File: src/rtl/kcst_pkg.sv
// ----------------------------------------------------------------------------
// Keyed counting semaphore table: shared package
// Sizes, operation and status codes, the slot row layout and the result
// record of the shared arithmetic and compare unit.
// ----------------------------------------------------------------------------
`timescale 1ns / 1ps
`default_nettype none

package kcst_pkg;

  // Table sizes.
  localparam int SEMAPHORES      = 16;
  localparam int WAITERS_PER_SEM = 16;
  localparam int TASKS           = 16;

  // Field widths.
  localparam int OP_W     = 2;
  localparam int KEY_W    = 31;
  localparam int COUNT_W  = 16;
  localparam int TASK_W   = 4;
  localparam int STATUS_W = 3;
  localparam int RKEY_W   = 32;

  // Derived widths.
  localparam int SLOT_IW  = (SEMAPHORES > 1) ? $clog2(SEMAPHORES) : 1;
  localparam int HEAD_W   = (WAITERS_PER_SEM > 1) ? $clog2(WAITERS_PER_SEM) : 1;
  localparam int FILL_W   = $clog2(WAITERS_PER_SEM + 1);
  localparam int WQ_DEPTH = SEMAPHORES * WAITERS_PER_SEM;
  localparam int WQ_AW    = (WQ_DEPTH > 1) ? $clog2(WQ_DEPTH) : 1;

  // Operation codes.
  localparam logic [OP_W-1:0] OP_INIT    = 2'd0;
  localparam logic [OP_W-1:0] OP_UP      = 2'd1;
  localparam logic [OP_W-1:0] OP_DOWN    = 2'd2;
  localparam logic [OP_W-1:0] OP_DESTROY = 2'd3;

  // Status codes.
  localparam logic [STATUS_W-1:0] ST_OK        = 3'd0;
  localparam logic [STATUS_W-1:0] ST_BLOCKED   = 3'd1;
  localparam logic [STATUS_W-1:0] ST_NOT_FOUND = 3'd2;
  localparam logic [STATUS_W-1:0] ST_FULL      = 3'd3;
  localparam logic [STATUS_W-1:0] ST_QFULL     = 3'd4;

  // Count limits.
  localparam logic signed [COUNT_W-1:0] COUNT_MAX = 16'sh7FFF;
  localparam logic signed [COUNT_W-1:0] COUNT_MIN = 16'sh8000;

  // One row of the slot memory.
  typedef struct packed {
    logic [KEY_W-1:0]   key;
    logic [COUNT_W-1:0] count;
    logic [HEAD_W-1:0]  head;
    logic [FILL_W-1:0]  fill;
  } slot_row_t;

  // Outputs of the shared arithmetic and compare unit.
  typedef struct packed {
    logic               key_eq;
    logic [COUNT_W-1:0] count_inc;
    logic [COUNT_W-1:0] count_dec;
    logic [HEAD_W-1:0]  head_inc;
    logic [HEAD_W-1:0]  tail;
  } alu_res_t;

  // Reduce a task id modulo TASKS by repeated subtraction.
  function automatic logic [TASK_W-1:0] task_wrap(input logic [TASK_W-1:0] t);
    logic [TASK_W-1:0] v;
    v = t;
    for (int i = 0; i < 8; i++) begin
      if (int'(v) >= TASKS) begin
        v = v - TASK_W'(TASKS);
      end
    end
    return v;
  endfunction

endpackage

`default_nettype wire

File: src/rtl/keyed_counting_semaphore_table_unit.sv
// ----------------------------------------------------------------------------
// Keyed counting semaphore table unit
// A table of counting semaphores looked up by a 31-bit key, with a first-in
// first-out wait queue per semaphore.
// - Input channel in_*: one request transaction (operation, key, initial
//   count, task id), taken when in_valid is high and in_stall low.
// - Output channel out_*: exactly one result transaction per request
//   (status, returned key, wake flag, woken task), held in an output
//   register until the receiver takes it with out_stall low.
// - The key scan reads one slot row per cycle into one shared comparator; a
//   key found in slot j ends the scan early. An up that wakes a waiter also
//   passes through the wake state, which reads the woken task, before the
//   result is loaded.
// - One request is in work at a time; in_stall is high from acceptance until
//   the result is loaded. The next request can be taken in the cycle after
//   the result is loaded.
// - When the receiver stalls, the waiting result holds the output register;
//   the next request is still worked on, then in_stall stays high until the
//   output register is taken.
// - Reset frees every slot at once; no clearing pass is needed.
// ----------------------------------------------------------------------------
`timescale 1ns / 1ps
`default_nettype none

module keyed_counting_semaphore_table_unit (
  input  wire logic                               clk,
  input  wire logic                               rst_n,
  // Request channel
  input  wire logic                               in_valid,
  output logic                                    in_stall,
  input  wire logic [kcst_pkg::OP_W-1:0]          in_operation,
  input  wire logic [kcst_pkg::KEY_W-1:0]         in_sem_key,
  input  wire logic signed [kcst_pkg::COUNT_W-1:0] in_initial_count,
  input  wire logic [kcst_pkg::TASK_W-1:0]        in_task_id,
  // Result channel
  output logic                                    out_valid,
  input  wire logic                               out_stall,
  output logic [kcst_pkg::STATUS_W-1:0]           out_status,
  output logic signed [kcst_pkg::RKEY_W-1:0]      out_returned_key,
  output logic                                    out_wake_valid,
  output logic [kcst_pkg::TASK_W-1:0]             out_woken_task
);

  // Sequencer states.
  localparam logic [2:0] S_IDLE = 3'd0;
  localparam logic [2:0] S_SCAN = 3'd1;
  localparam logic [2:0] S_EXEC = 3'd2;
  localparam logic [2:0] S_WAKE = 3'd3;
  localparam logic [2:0] S_DONE = 3'd4;

  localparam logic [kcst_pkg::SLOT_IW-1:0] LAST_SLOT =
    kcst_pkg::SLOT_IW'(kcst_pkg::SEMAPHORES - 1);
  localparam int ROW_W = $bits(kcst_pkg::slot_row_t);

  logic [2:0] state_r, state_nxt;

  // Request registers.
  logic [kcst_pkg::OP_W-1:0]    op_r;
  logic [kcst_pkg::KEY_W-1:0]   key_r;
  logic [kcst_pkg::COUNT_W-1:0] init_r;
  logic [kcst_pkg::TASK_W-1:0]  task_r;

  // Scan control.
  logic [kcst_pkg::SLOT_IW-1:0] scan_idx_r;
  logic                         issue_en_r;
  logic                         cmp_vld_r;
  logic [kcst_pkg::SLOT_IW-1:0] cmp_idx_r;
  logic                         hit_r;
  logic [kcst_pkg::SLOT_IW-1:0] slot_r;
  logic                         free_found_r;
  logic [kcst_pkg::SLOT_IW-1:0] free_idx_r;
  kcst_pkg::slot_row_t          row_r;

  logic [kcst_pkg::SEMAPHORES-1:0] slot_used_r;

  // Result staging and output register.
  logic [kcst_pkg::STATUS_W-1:0] res_status_r;
  logic [kcst_pkg::RKEY_W-1:0]   res_rkey_r;
  logic                          res_wake_r;
  logic [kcst_pkg::TASK_W-1:0]   res_woken_r;
  logic                          out_valid_r;

  // Memory ports.
  kcst_pkg::slot_row_t          row_rd, row_wd, alu_row;
  logic [ROW_W-1:0]             row_rd_bits;
  logic                         row_we;
  logic [kcst_pkg::SLOT_IW-1:0] row_wa;
  logic                         wq_we;
  logic [kcst_pkg::WQ_AW-1:0]   wq_wa, wq_ra, wq_base;
  logic [kcst_pkg::TASK_W-1:0]  wq_wd, wq_rd;

  kcst_pkg::alu_res_t alu;

  // Execute-stage decisions.
  logic                          used_set, used_clr;
  logic [kcst_pkg::STATUS_W-1:0] ex_status;
  logic [kcst_pkg::RKEY_W-1:0]   ex_rkey;
  logic                          ex_wake;
  logic                          scan_hit;
  logic                          out_load;

  assign row_rd = kcst_pkg::slot_row_t'(row_rd_bits);

  // Slot memory: key, count and queue pointers of every semaphore.
  kcst_ram #(
    .WIDTH (ROW_W),
    .DEPTH (kcst_pkg::SEMAPHORES)
  ) u_slot_ram (
    .clk     (clk),
    .wr_en   (row_we),
    .wr_addr (row_wa),
    .wr_data (ROW_W'(row_wd)),
    .rd_addr (scan_idx_r),
    .rd_data (row_rd_bits)
  );

  // Waiter memory: one queue region per slot.
  kcst_ram #(
    .WIDTH (kcst_pkg::TASK_W),
    .DEPTH (kcst_pkg::WQ_DEPTH)
  ) u_waiter_ram (
    .clk     (clk),
    .wr_en   (wq_we),
    .wr_addr (wq_wa),
    .wr_data (wq_wd),
    .rd_addr (wq_ra),
    .rd_data (wq_rd)
  );

  // The shared unit sees the memory read data while scanning, the held row otherwise.
  assign alu_row = (state_r == S_SCAN) ? row_rd : row_r;

  kcst_alu u_alu (
    .row     (alu_row),
    .req_key (key_r),
    .res     (alu)
  );

  assign scan_hit = cmp_vld_r && slot_used_r[cmp_idx_r] && alu.key_eq;

  // Waiter addresses for the slot in work.
  assign wq_base = kcst_pkg::WQ_AW'(slot_r) * kcst_pkg::WQ_AW'(kcst_pkg::WAITERS_PER_SEM);
  assign wq_ra   = wq_base + kcst_pkg::WQ_AW'(row_r.head);
  assign wq_wa   = wq_base + kcst_pkg::WQ_AW'(alu.tail);
  assign wq_wd   = kcst_pkg::task_wrap(task_r);

  // Execute step: one read-modify-write of the selected slot.
  always_comb begin
    row_we    = 1'b0;
    row_wa    = slot_r;
    row_wd    = row_r;
    wq_we     = 1'b0;
    used_set  = 1'b0;
    used_clr  = 1'b0;
    ex_status = kcst_pkg::ST_OK;
    ex_rkey   = '0;
    ex_wake   = 1'b0;
    if (state_r == S_EXEC) begin
      if (op_r == kcst_pkg::OP_INIT) begin
        if (hit_r) begin
          ex_rkey = {1'b0, key_r};
        end else if (free_found_r) begin
          row_we       = 1'b1;
          row_wa       = free_idx_r;
          row_wd.key   = key_r;
          row_wd.count = init_r;
          row_wd.head  = '0;
          row_wd.fill  = '0;
          used_set     = 1'b1;
          ex_rkey      = {1'b0, key_r};
        end else begin
          ex_status = kcst_pkg::ST_FULL;
          ex_rkey   = '1;
        end
      end else if (!hit_r) begin
        ex_status = kcst_pkg::ST_NOT_FOUND;
      end else begin
        unique case (op_r)
          kcst_pkg::OP_UP: begin
            row_we       = 1'b1;
            row_wd.count = alu.count_inc;
            if (($signed(alu.count_inc) <= 0) && (row_r.fill != '0)) begin
              ex_wake     = 1'b1;
              row_wd.head = alu.head_inc;
              row_wd.fill = row_r.fill - kcst_pkg::FILL_W'(1);
            end
          end
          kcst_pkg::OP_DOWN: begin
            if ($signed(alu.count_dec) < 0) begin
              if (row_r.fill == kcst_pkg::FILL_W'(kcst_pkg::WAITERS_PER_SEM)) begin
                ex_status = kcst_pkg::ST_QFULL;
              end else begin
                row_we       = 1'b1;
                wq_we        = 1'b1;
                row_wd.count = alu.count_dec;
                row_wd.fill  = row_r.fill + kcst_pkg::FILL_W'(1);
                ex_status    = kcst_pkg::ST_BLOCKED;
              end
            end else begin
              row_we       = 1'b1;
              row_wd.count = alu.count_dec;
            end
          end
          kcst_pkg::OP_DESTROY: begin
            used_clr = 1'b1;
          end
          default: begin
            ex_status = kcst_pkg::ST_OK;
          end
        endcase
      end
    end
  end

  // Result moves into the output register once that register is free.
  assign out_load = (state_r == S_DONE) && (!out_valid_r || !out_stall);

  // Next state.
  always_comb begin
    state_nxt = state_r;
    unique case (state_r)
      S_IDLE: begin
        if (in_valid) begin
          state_nxt = S_SCAN;
        end
      end
      S_SCAN: begin
        if (scan_hit || (cmp_vld_r && (cmp_idx_r == LAST_SLOT))) begin
          state_nxt = S_EXEC;
        end
      end
      S_EXEC: begin
        state_nxt = ex_wake ? S_WAKE : S_DONE;
      end
      S_WAKE: begin
        state_nxt = S_DONE;
      end
      S_DONE: begin
        if (out_load) begin
          state_nxt = S_IDLE;
        end
      end
      default: begin
        state_nxt = S_IDLE;
      end
    endcase
  end

  // Control registers.
  always_ff @(posedge clk) begin
    if (!rst_n) begin
      state_r      <= S_IDLE;
      issue_en_r   <= 1'b0;
      cmp_vld_r    <= 1'b0;
      hit_r        <= 1'b0;
      free_found_r <= 1'b0;
      slot_used_r  <= '0;
      out_valid_r  <= 1'b0;
    end else begin
      state_r <= state_nxt;

      // Scan pipeline: issue a row read, compare it in the next cycle.
      if (state_r == S_IDLE) begin
        issue_en_r   <= 1'b1;
        cmp_vld_r    <= 1'b0;
        hit_r        <= 1'b0;
        free_found_r <= 1'b0;
      end else if (state_r == S_SCAN) begin
        cmp_vld_r <= issue_en_r && !scan_hit;
        if (issue_en_r && (scan_idx_r == LAST_SLOT)) begin
          issue_en_r <= 1'b0;
        end
        if (scan_hit) begin
          hit_r      <= 1'b1;
          issue_en_r <= 1'b0;
        end else if (cmp_vld_r && !slot_used_r[cmp_idx_r] && !free_found_r) begin
          free_found_r <= 1'b1;
        end
      end

      if (used_set) begin
        slot_used_r[free_idx_r] <= 1'b1;
      end
      if (used_clr) begin
        slot_used_r[slot_r] <= 1'b0;
      end

      if (out_load) begin
        out_valid_r <= 1'b1;
      end else if (!out_stall) begin
        out_valid_r <= 1'b0;
      end
    end
  end

  // Payload registers.
  always_ff @(posedge clk) begin
    if ((state_r == S_IDLE) && in_valid) begin
      op_r       <= in_operation;
      key_r      <= in_sem_key;
      init_r     <= in_initial_count;
      task_r     <= in_task_id;
      scan_idx_r <= '0;
    end else if ((state_r == S_SCAN) && issue_en_r && (scan_idx_r != LAST_SLOT)) begin
      scan_idx_r <= scan_idx_r + kcst_pkg::SLOT_IW'(1);
    end

    if (state_r == S_SCAN) begin
      cmp_idx_r <= scan_idx_r;
      if (scan_hit) begin
        slot_r <= cmp_idx_r;
        row_r  <= row_rd;
      end else if (cmp_vld_r && !slot_used_r[cmp_idx_r] && !free_found_r) begin
        free_idx_r <= cmp_idx_r;
      end
    end

    if (state_r == S_EXEC) begin
      res_status_r <= ex_status;
      res_rkey_r   <= ex_rkey;
      res_wake_r   <= ex_wake;
      res_woken_r  <= '0;
    end
    if (state_r == S_WAKE) begin
      res_woken_r <= wq_rd;
    end

    if (out_load) begin
      out_status       <= res_status_r;
      out_returned_key <= res_rkey_r;
      out_wake_valid   <= res_wake_r;
      out_woken_task   <= res_woken_r;
    end
  end

  assign in_stall  = (state_r != S_IDLE);
  assign out_valid = out_valid_r;

  // An accepted request keeps the request side closed in the following cycle.
  a_busy_after_accept: assert property (@(posedge clk) disable iff (!rst_n)
    (in_valid && !in_stall) |=> in_stall)
    else $error("request side open right after an accepted transaction");

  // A woken task is only reported with an ok status.
  a_wake_ok: assert property (@(posedge clk) disable iff (!rst_n)
    (out_valid && out_wake_valid) |-> (out_status == kcst_pkg::ST_OK))
    else $error("wake reported with a non-ok status");

  // A full table always returns the all-ones key.
  a_full_key: assert property (@(posedge clk) disable iff (!rst_n)
    (out_valid && (out_status == kcst_pkg::ST_FULL)) |-> (out_returned_key == '1))
    else $error("table full without the all-ones key");

  // Queue fill written back never exceeds the queue depth.
  a_fill_bound: assert property (@(posedge clk) disable iff (!rst_n)
    row_we |-> (row_wd.fill <= kcst_pkg::FILL_W'(kcst_pkg::WAITERS_PER_SEM)))
    else $error("queue fill beyond depth");

endmodule

`default_nettype wire

File: src/rtl/kcst_ram.sv
// ----------------------------------------------------------------------------
// Generic single-port-write, single-port-read RAM
// One write and one registered read per cycle. Contents are not reset.
// ----------------------------------------------------------------------------
`timescale 1ns / 1ps
`default_nettype none

module kcst_ram #(
  parameter int WIDTH = 8,
  parameter int DEPTH = 16
) (
  input  wire logic                                   clk,
  input  wire logic                                   wr_en,
  input  wire logic [((DEPTH > 1) ? $clog2(DEPTH) : 1)-1:0] wr_addr,
  input  wire logic [WIDTH-1:0]                       wr_data,
  input  wire logic [((DEPTH > 1) ? $clog2(DEPTH) : 1)-1:0] rd_addr,
  output logic      [WIDTH-1:0]                       rd_data
);

  logic [WIDTH-1:0] mem [DEPTH];

  // Write port.
  always_ff @(posedge clk) begin
    if (wr_en) begin
      mem[wr_addr] <= wr_data;
    end
  end

  // Registered read port.
  always_ff @(posedge clk) begin
    rd_data <= mem[rd_addr];
  end

endmodule

`default_nettype wire

File: src/rtl/kcst_alu.sv
// ----------------------------------------------------------------------------
// Keyed counting semaphore table: shared arithmetic and compare unit
// Key compare during the slot scan; saturating count steps and wait queue
// index wrapping during execution.
// ----------------------------------------------------------------------------
`timescale 1ns / 1ps
`default_nettype none

module kcst_alu (
  input  wire kcst_pkg::slot_row_t              row,
  input  wire logic [kcst_pkg::KEY_W-1:0]       req_key,
  output kcst_pkg::alu_res_t                    res
);

  logic [kcst_pkg::FILL_W:0] tail_sum;

  // Key match against the row that is presented.
  assign res.key_eq = (row.key == req_key);

  // Saturating increment and decrement of the count.
  assign res.count_inc = ($signed(row.count) < kcst_pkg::COUNT_MAX) ?
                         row.count + kcst_pkg::COUNT_W'(1) : row.count;
  assign res.count_dec = ($signed(row.count) > kcst_pkg::COUNT_MIN) ?
                         row.count - kcst_pkg::COUNT_W'(1) : row.count;

  // Head advance wraps at the queue depth.
  assign res.head_inc =
    (row.head == kcst_pkg::HEAD_W'(kcst_pkg::WAITERS_PER_SEM - 1)) ?
    '0 : row.head + kcst_pkg::HEAD_W'(1);

  // Tail index is head plus fill, wrapped once (the sum stays below twice the depth).
  assign tail_sum = (kcst_pkg::FILL_W + 1)'(row.head) + (kcst_pkg::FILL_W + 1)'(row.fill);
  assign res.tail =
    (tail_sum >= (kcst_pkg::FILL_W + 1)'(kcst_pkg::WAITERS_PER_SEM)) ?
    kcst_pkg::HEAD_W'(tail_sum - (kcst_pkg::FILL_W + 1)'(kcst_pkg::WAITERS_PER_SEM)) :
    kcst_pkg::HEAD_W'(tail_sum);

endmodule

`default_nettype wire

File: config.mk
export PLATFORM = sky130hd
export DESIGN_NAME = keyed_counting_semaphore_table_unit
export DESIGN_NICKNAME = d
export VERILOG_FILES = /design/src/rtl/kcst_pkg.sv /design/src/rtl/keyed_counting_semaphore_table_unit.sv /design/src/rtl/kcst_ram.sv /design/src/rtl/kcst_alu.sv
export SDC_FILE = /design/constraint.sdc
export NUM_CORES = 2
export LEC_CHECK = 0
export BUFFER_PORTS_ARGS = -buffer_cell sky130_fd_sc_hd__buf_2
export CAP_MARGIN = 20
export CORE_UTILIZATION = 40
export CTS_CLUSTER_DIAMETER = 100
export DETAILED_ROUTE_END_ITERATION = 7
export GPL_TIMING_DRIVEN = 0
export PLACE_DENSITY_LB_ADDON = 0.05
export SLEW_MARGIN = 20
export SYNTH_ARGS = -nofsm -noshare
export SYNTH_HDL_FRONTEND = slang
export SYNTH_SLANG_ARGS = --single-unit
File: constraint.sdc
create_clock -name clk -period 9.8 [get_ports clk]
set_input_delay 0.98 -clock clk [delete_from_list [all_inputs] [get_ports clk]]
set_output_delay 0.98 -clock clk [all_outputs]
set_load 0.01 [all_outputs]
==> reports/qor.csv <==
stage,metric,value,unit
run_status,outcome,"complete, no violations",
cells_and_area,area of the multi-input gates,20500,sq um
timing,final worst-path cycle share,77.3,%
cts,cells resized by post-CTS repair,0,
timing,Slew Limit Headroom,20.5,%
cells_and_area,final instance area,102000,sq um
placed_design,IO Port Bufs,98,
power,sequential share of power,50.6,%
power,Clock power frac,42.5,%
die,# rows,170,
global_routing,vias in the first global route,45764,
die,Core ar.,215000,sq um
setup_path,Required @ worst endpoint,10.30,ns
cts,Post-CTS Hold Buffers,0,
power,pwr dens,205,nW/um^2
placed_design,dpl hpwl,179,mm
global_routing,total track usage,24.6,%
global_routing,initial antenna violation count,5,
timing,max-slew violation count,0,
power,P_sw,4730,uW
timing,Final min period,7.57,ns
cts,CTS HTree Levels,4,
cts,Post CTS Setup Buffer Count,0,
routing,TritonRoute pass-1 iters,7,
timing,worst slew pin tran,1.19,ns
routing,via count,44600,
setup_path,crit path max fanout,13,
yosys,Post-Synthesis Net Count,4310,
cells_and_area,Layout Utilization,47.3,%
yosys,Ys Warns,0,
placed_design,Placed Instances,7318,
die,Die Area,219000,sq um
yosys,top_reg_cell synth,edfxtp_1,
power,Comb power frac,6.9,%
die,DIE WIDTH,468,microns
power,VDD IR max,0.204,mV
cells_and_area,Area Overhead vs Synth,17.1,%
setup_path,crit path DAT,8.07,ns
setup_path,cell mode on critical path,buf_6,
power,total power,20800,uW
cts,"Reg clk slew, reported paths",0.06,ns
cts,Sink Count,2209,
yosys,Post-synth EDFFs,2121,
cells_and_area,fin nets,4789,
routing,DRC Markers,0,
cells_and_area,FILL cells,17943,
routing,wire per inst,34.5,microns
power,LEAKAGE,0.0319,uW
setup_path,crit-path cells,buf_4 -> or3b_1 -> buf_6 -> inv_2 -> buf_6 -> buf_6 -> buf_6 -> buf_2 -> buf_1 -> buf_1 -> o21ai_0 -> ha_1 -> a21o_1 -> a21oi_1 -> xnor2_2 -> xnor2_1 -> nor2_1 -> nand3_1 -> buf_2 -> nor2_1,
setup_path,Worst setup SP type,register,
timing,setup violators final,0,
setup_path,Setup CP Type,reg -> reg,
setup_path,Setup crit end kind,register,
run,MaxCap Viol Count,0,
cts,CTS Root Cell,clkbuf_16,
setup_path,max incr delay on CP,0.79,ns
yosys,"Distinct cells, synth",87,
global_routing,GRT overflow,0,
yosys,"FF+latch count, synth",2209,
routing,final wirelength,267,mm
cells_and_area,Sequential cell area,65500,sq um
die,Starting Density,40.4,%
global_routing,largest net degree at the start of global routing,39,
timing,RSZ-0062 raised after global routing,false,
power,Net Sw Frac,22.7,%
timing,f_max,0.132,GHz
cts,clock insertion delay at the later pin of the skew report,0.89,ns
yosys,average cell area after synthesis,20.5,sq um
routing,number of nets with antenna violations after routing,0,
cells_and_area,layout cell share with drive strength beyond 1,28.4,%
die,Ports,99,
yosys,synthesized area,86900,sq um
cts,CTS tree,done,
global_routing,first-pass GRT wire length,372,mm
die,Die Ht,468,microns
routing,Via density,5.76,
timing,Worst Skew,0.0325,ns
placed_design,DP Area,94100,sq um
timing,Final Hold Fails,0,
cts,CTS Buf Count,231,
cells_and_area,fin cells,7749,
cts,clk buf depth,3,
placed_design,Final Wtd Congestion,0.881,
yosys,Synth Instances,4239,
setup_path,CP max-delay cell,nand3_1,
hold_path,Hold Crit Class,in -> reg,
yosys,async set-reset flop share out of synthesis,0,%
yosys,register area share after synthesis,75.3,%
power,cell-internal power,16100,uW
timing,setup TNS,0,ns
routing,1st-iter DRT viols,4308,
## power by group through the flow
stage	Combinational [uW]	Clock [uW]	Sequential, uW
3_3_place_gp	1250	0	10900
3_5_place_dp	1450	0	10700
5_1_grt	1500	9340	10500
4_1_cts	1450	9000	10500
6_report	1430	8840	10500
2_1_floorplan	738	0	10800
## cells in the final DEF (no fill, tap or decap), types with 59 or more instances in the layout
cell	synthesis	routed
edfxtp_1	2121	2121
mux4_2	610	610
nor2_1	361	344
clkbuf_16	0	234
nand2_1	203	203
buf_2	23	153
clkbuf_1	161	145
dfxtp_1	88	88
clkbuf_2	0	62
mux2i_1	59	59
## area by class of cell
class	instances	share of cell area [%]
sequential	2209	64.3
clock buffer	299	6.17
timing repair buffer	246	3.32
antenna	2	0.00492
tap	2838	3.49
inverter	25	0.0922
multi-input combinational	1768	20.2
clock inverter	125	1.32
buffer	237	1.10
## cell families after synthesis
group	synth area share, %
flops	75.3
simple gates	3.75
mux	16.7
compound gates	2.16
buf+inv	1.26
xor+xnor	0.593
fa+ha+maj	0.210
## critical path, delay by kind of cell (launching register included)
family / cells / cell delay [ns]
simple gates: 4 / 2.03
compound gates: 3 / 0.79
fa+ha+maj: 1 / 0.38
buf+inv: 10 / 3.24
xor+xnor: 2 / 0.38
flops: 1 / 0.31
## metal layers
layer	vias to the layer above	track usage [%]	wire length (microns)
met4	0	7.45	7970
met1	24201	33.2	112000
met2	1523	41.3	133000
met3	372	3.71	14000
met5	-	0	0
li1	18504	-	-
## stage by stage
stage	worst slack, ns	hold WS [ns]
after floorplan	3.66	0.386
after global placement	-4.23	0.394
after detailed placement	2.38	0.391
after CTS	2.32	0.179
after global routing	2.09	0.213
final	2.23	0.271
## registers in the layout, summed over array words and instances, names as in the netlist, 4 cells and up
register / flops
cmp_idx_r: 4
free_idx_r: 4
init_r: 16
key_r: 31
out_returned_key: 32
out_woken_task: 4
res_rkey_r: 32
res_woken_r: 4
row_r: 56
scan_idx_r: 4
slot_r: 4
slot_used_r: 16
task_r: 4
u_slot_ram.mem: 896
u_slot_ram.rd_data: 56
u_waiter_ram.mem: 1024
u_waiter_ram.rd_data: 4
## synthesized netlist by cell type (16+ instances only)
cell type | number | area, sq um
nand4_1 | 16 | 100
clkbuf_1 | 161 | 604
xnor2_1 | 44 | 385
a21o_1 | 37 | 278
nand3_1 | 39 | 195
and3_1 | 19 | 119
inv_1 | 24 | 90.1
dfxtp_1 | 88 | 1760
mux2i_1 | 59 | 591
edfxtp_1 | 2121 | 63700
a21oi_1 | 48 | 240
nor4_1 | 19 | 119
nand2_1 | 203 | 762
mux4_2 | 610 | 13700
nor2_1 | 361 | 1360
o21ai_0 | 50 | 250
buf_2 | 23 | 115
buf_1 | 43 | 161
## final timing paths
check	startpoint	end	slack, ns	cells past startpoint
setup / recovery	state_r[0]	u_waiter_ram.mem[201][1]	2.23	20
hold / removal	in_sem_key[12]	key_r[12]	0.27	1
setup reg to reg	state_r[0]	u_waiter_ram.mem[201][1]	2.23	20
hold reg to reg	u_slot_ram.rd_data[4]	row_r[4]	0.42	0
(Power assumes the default switching activity.)
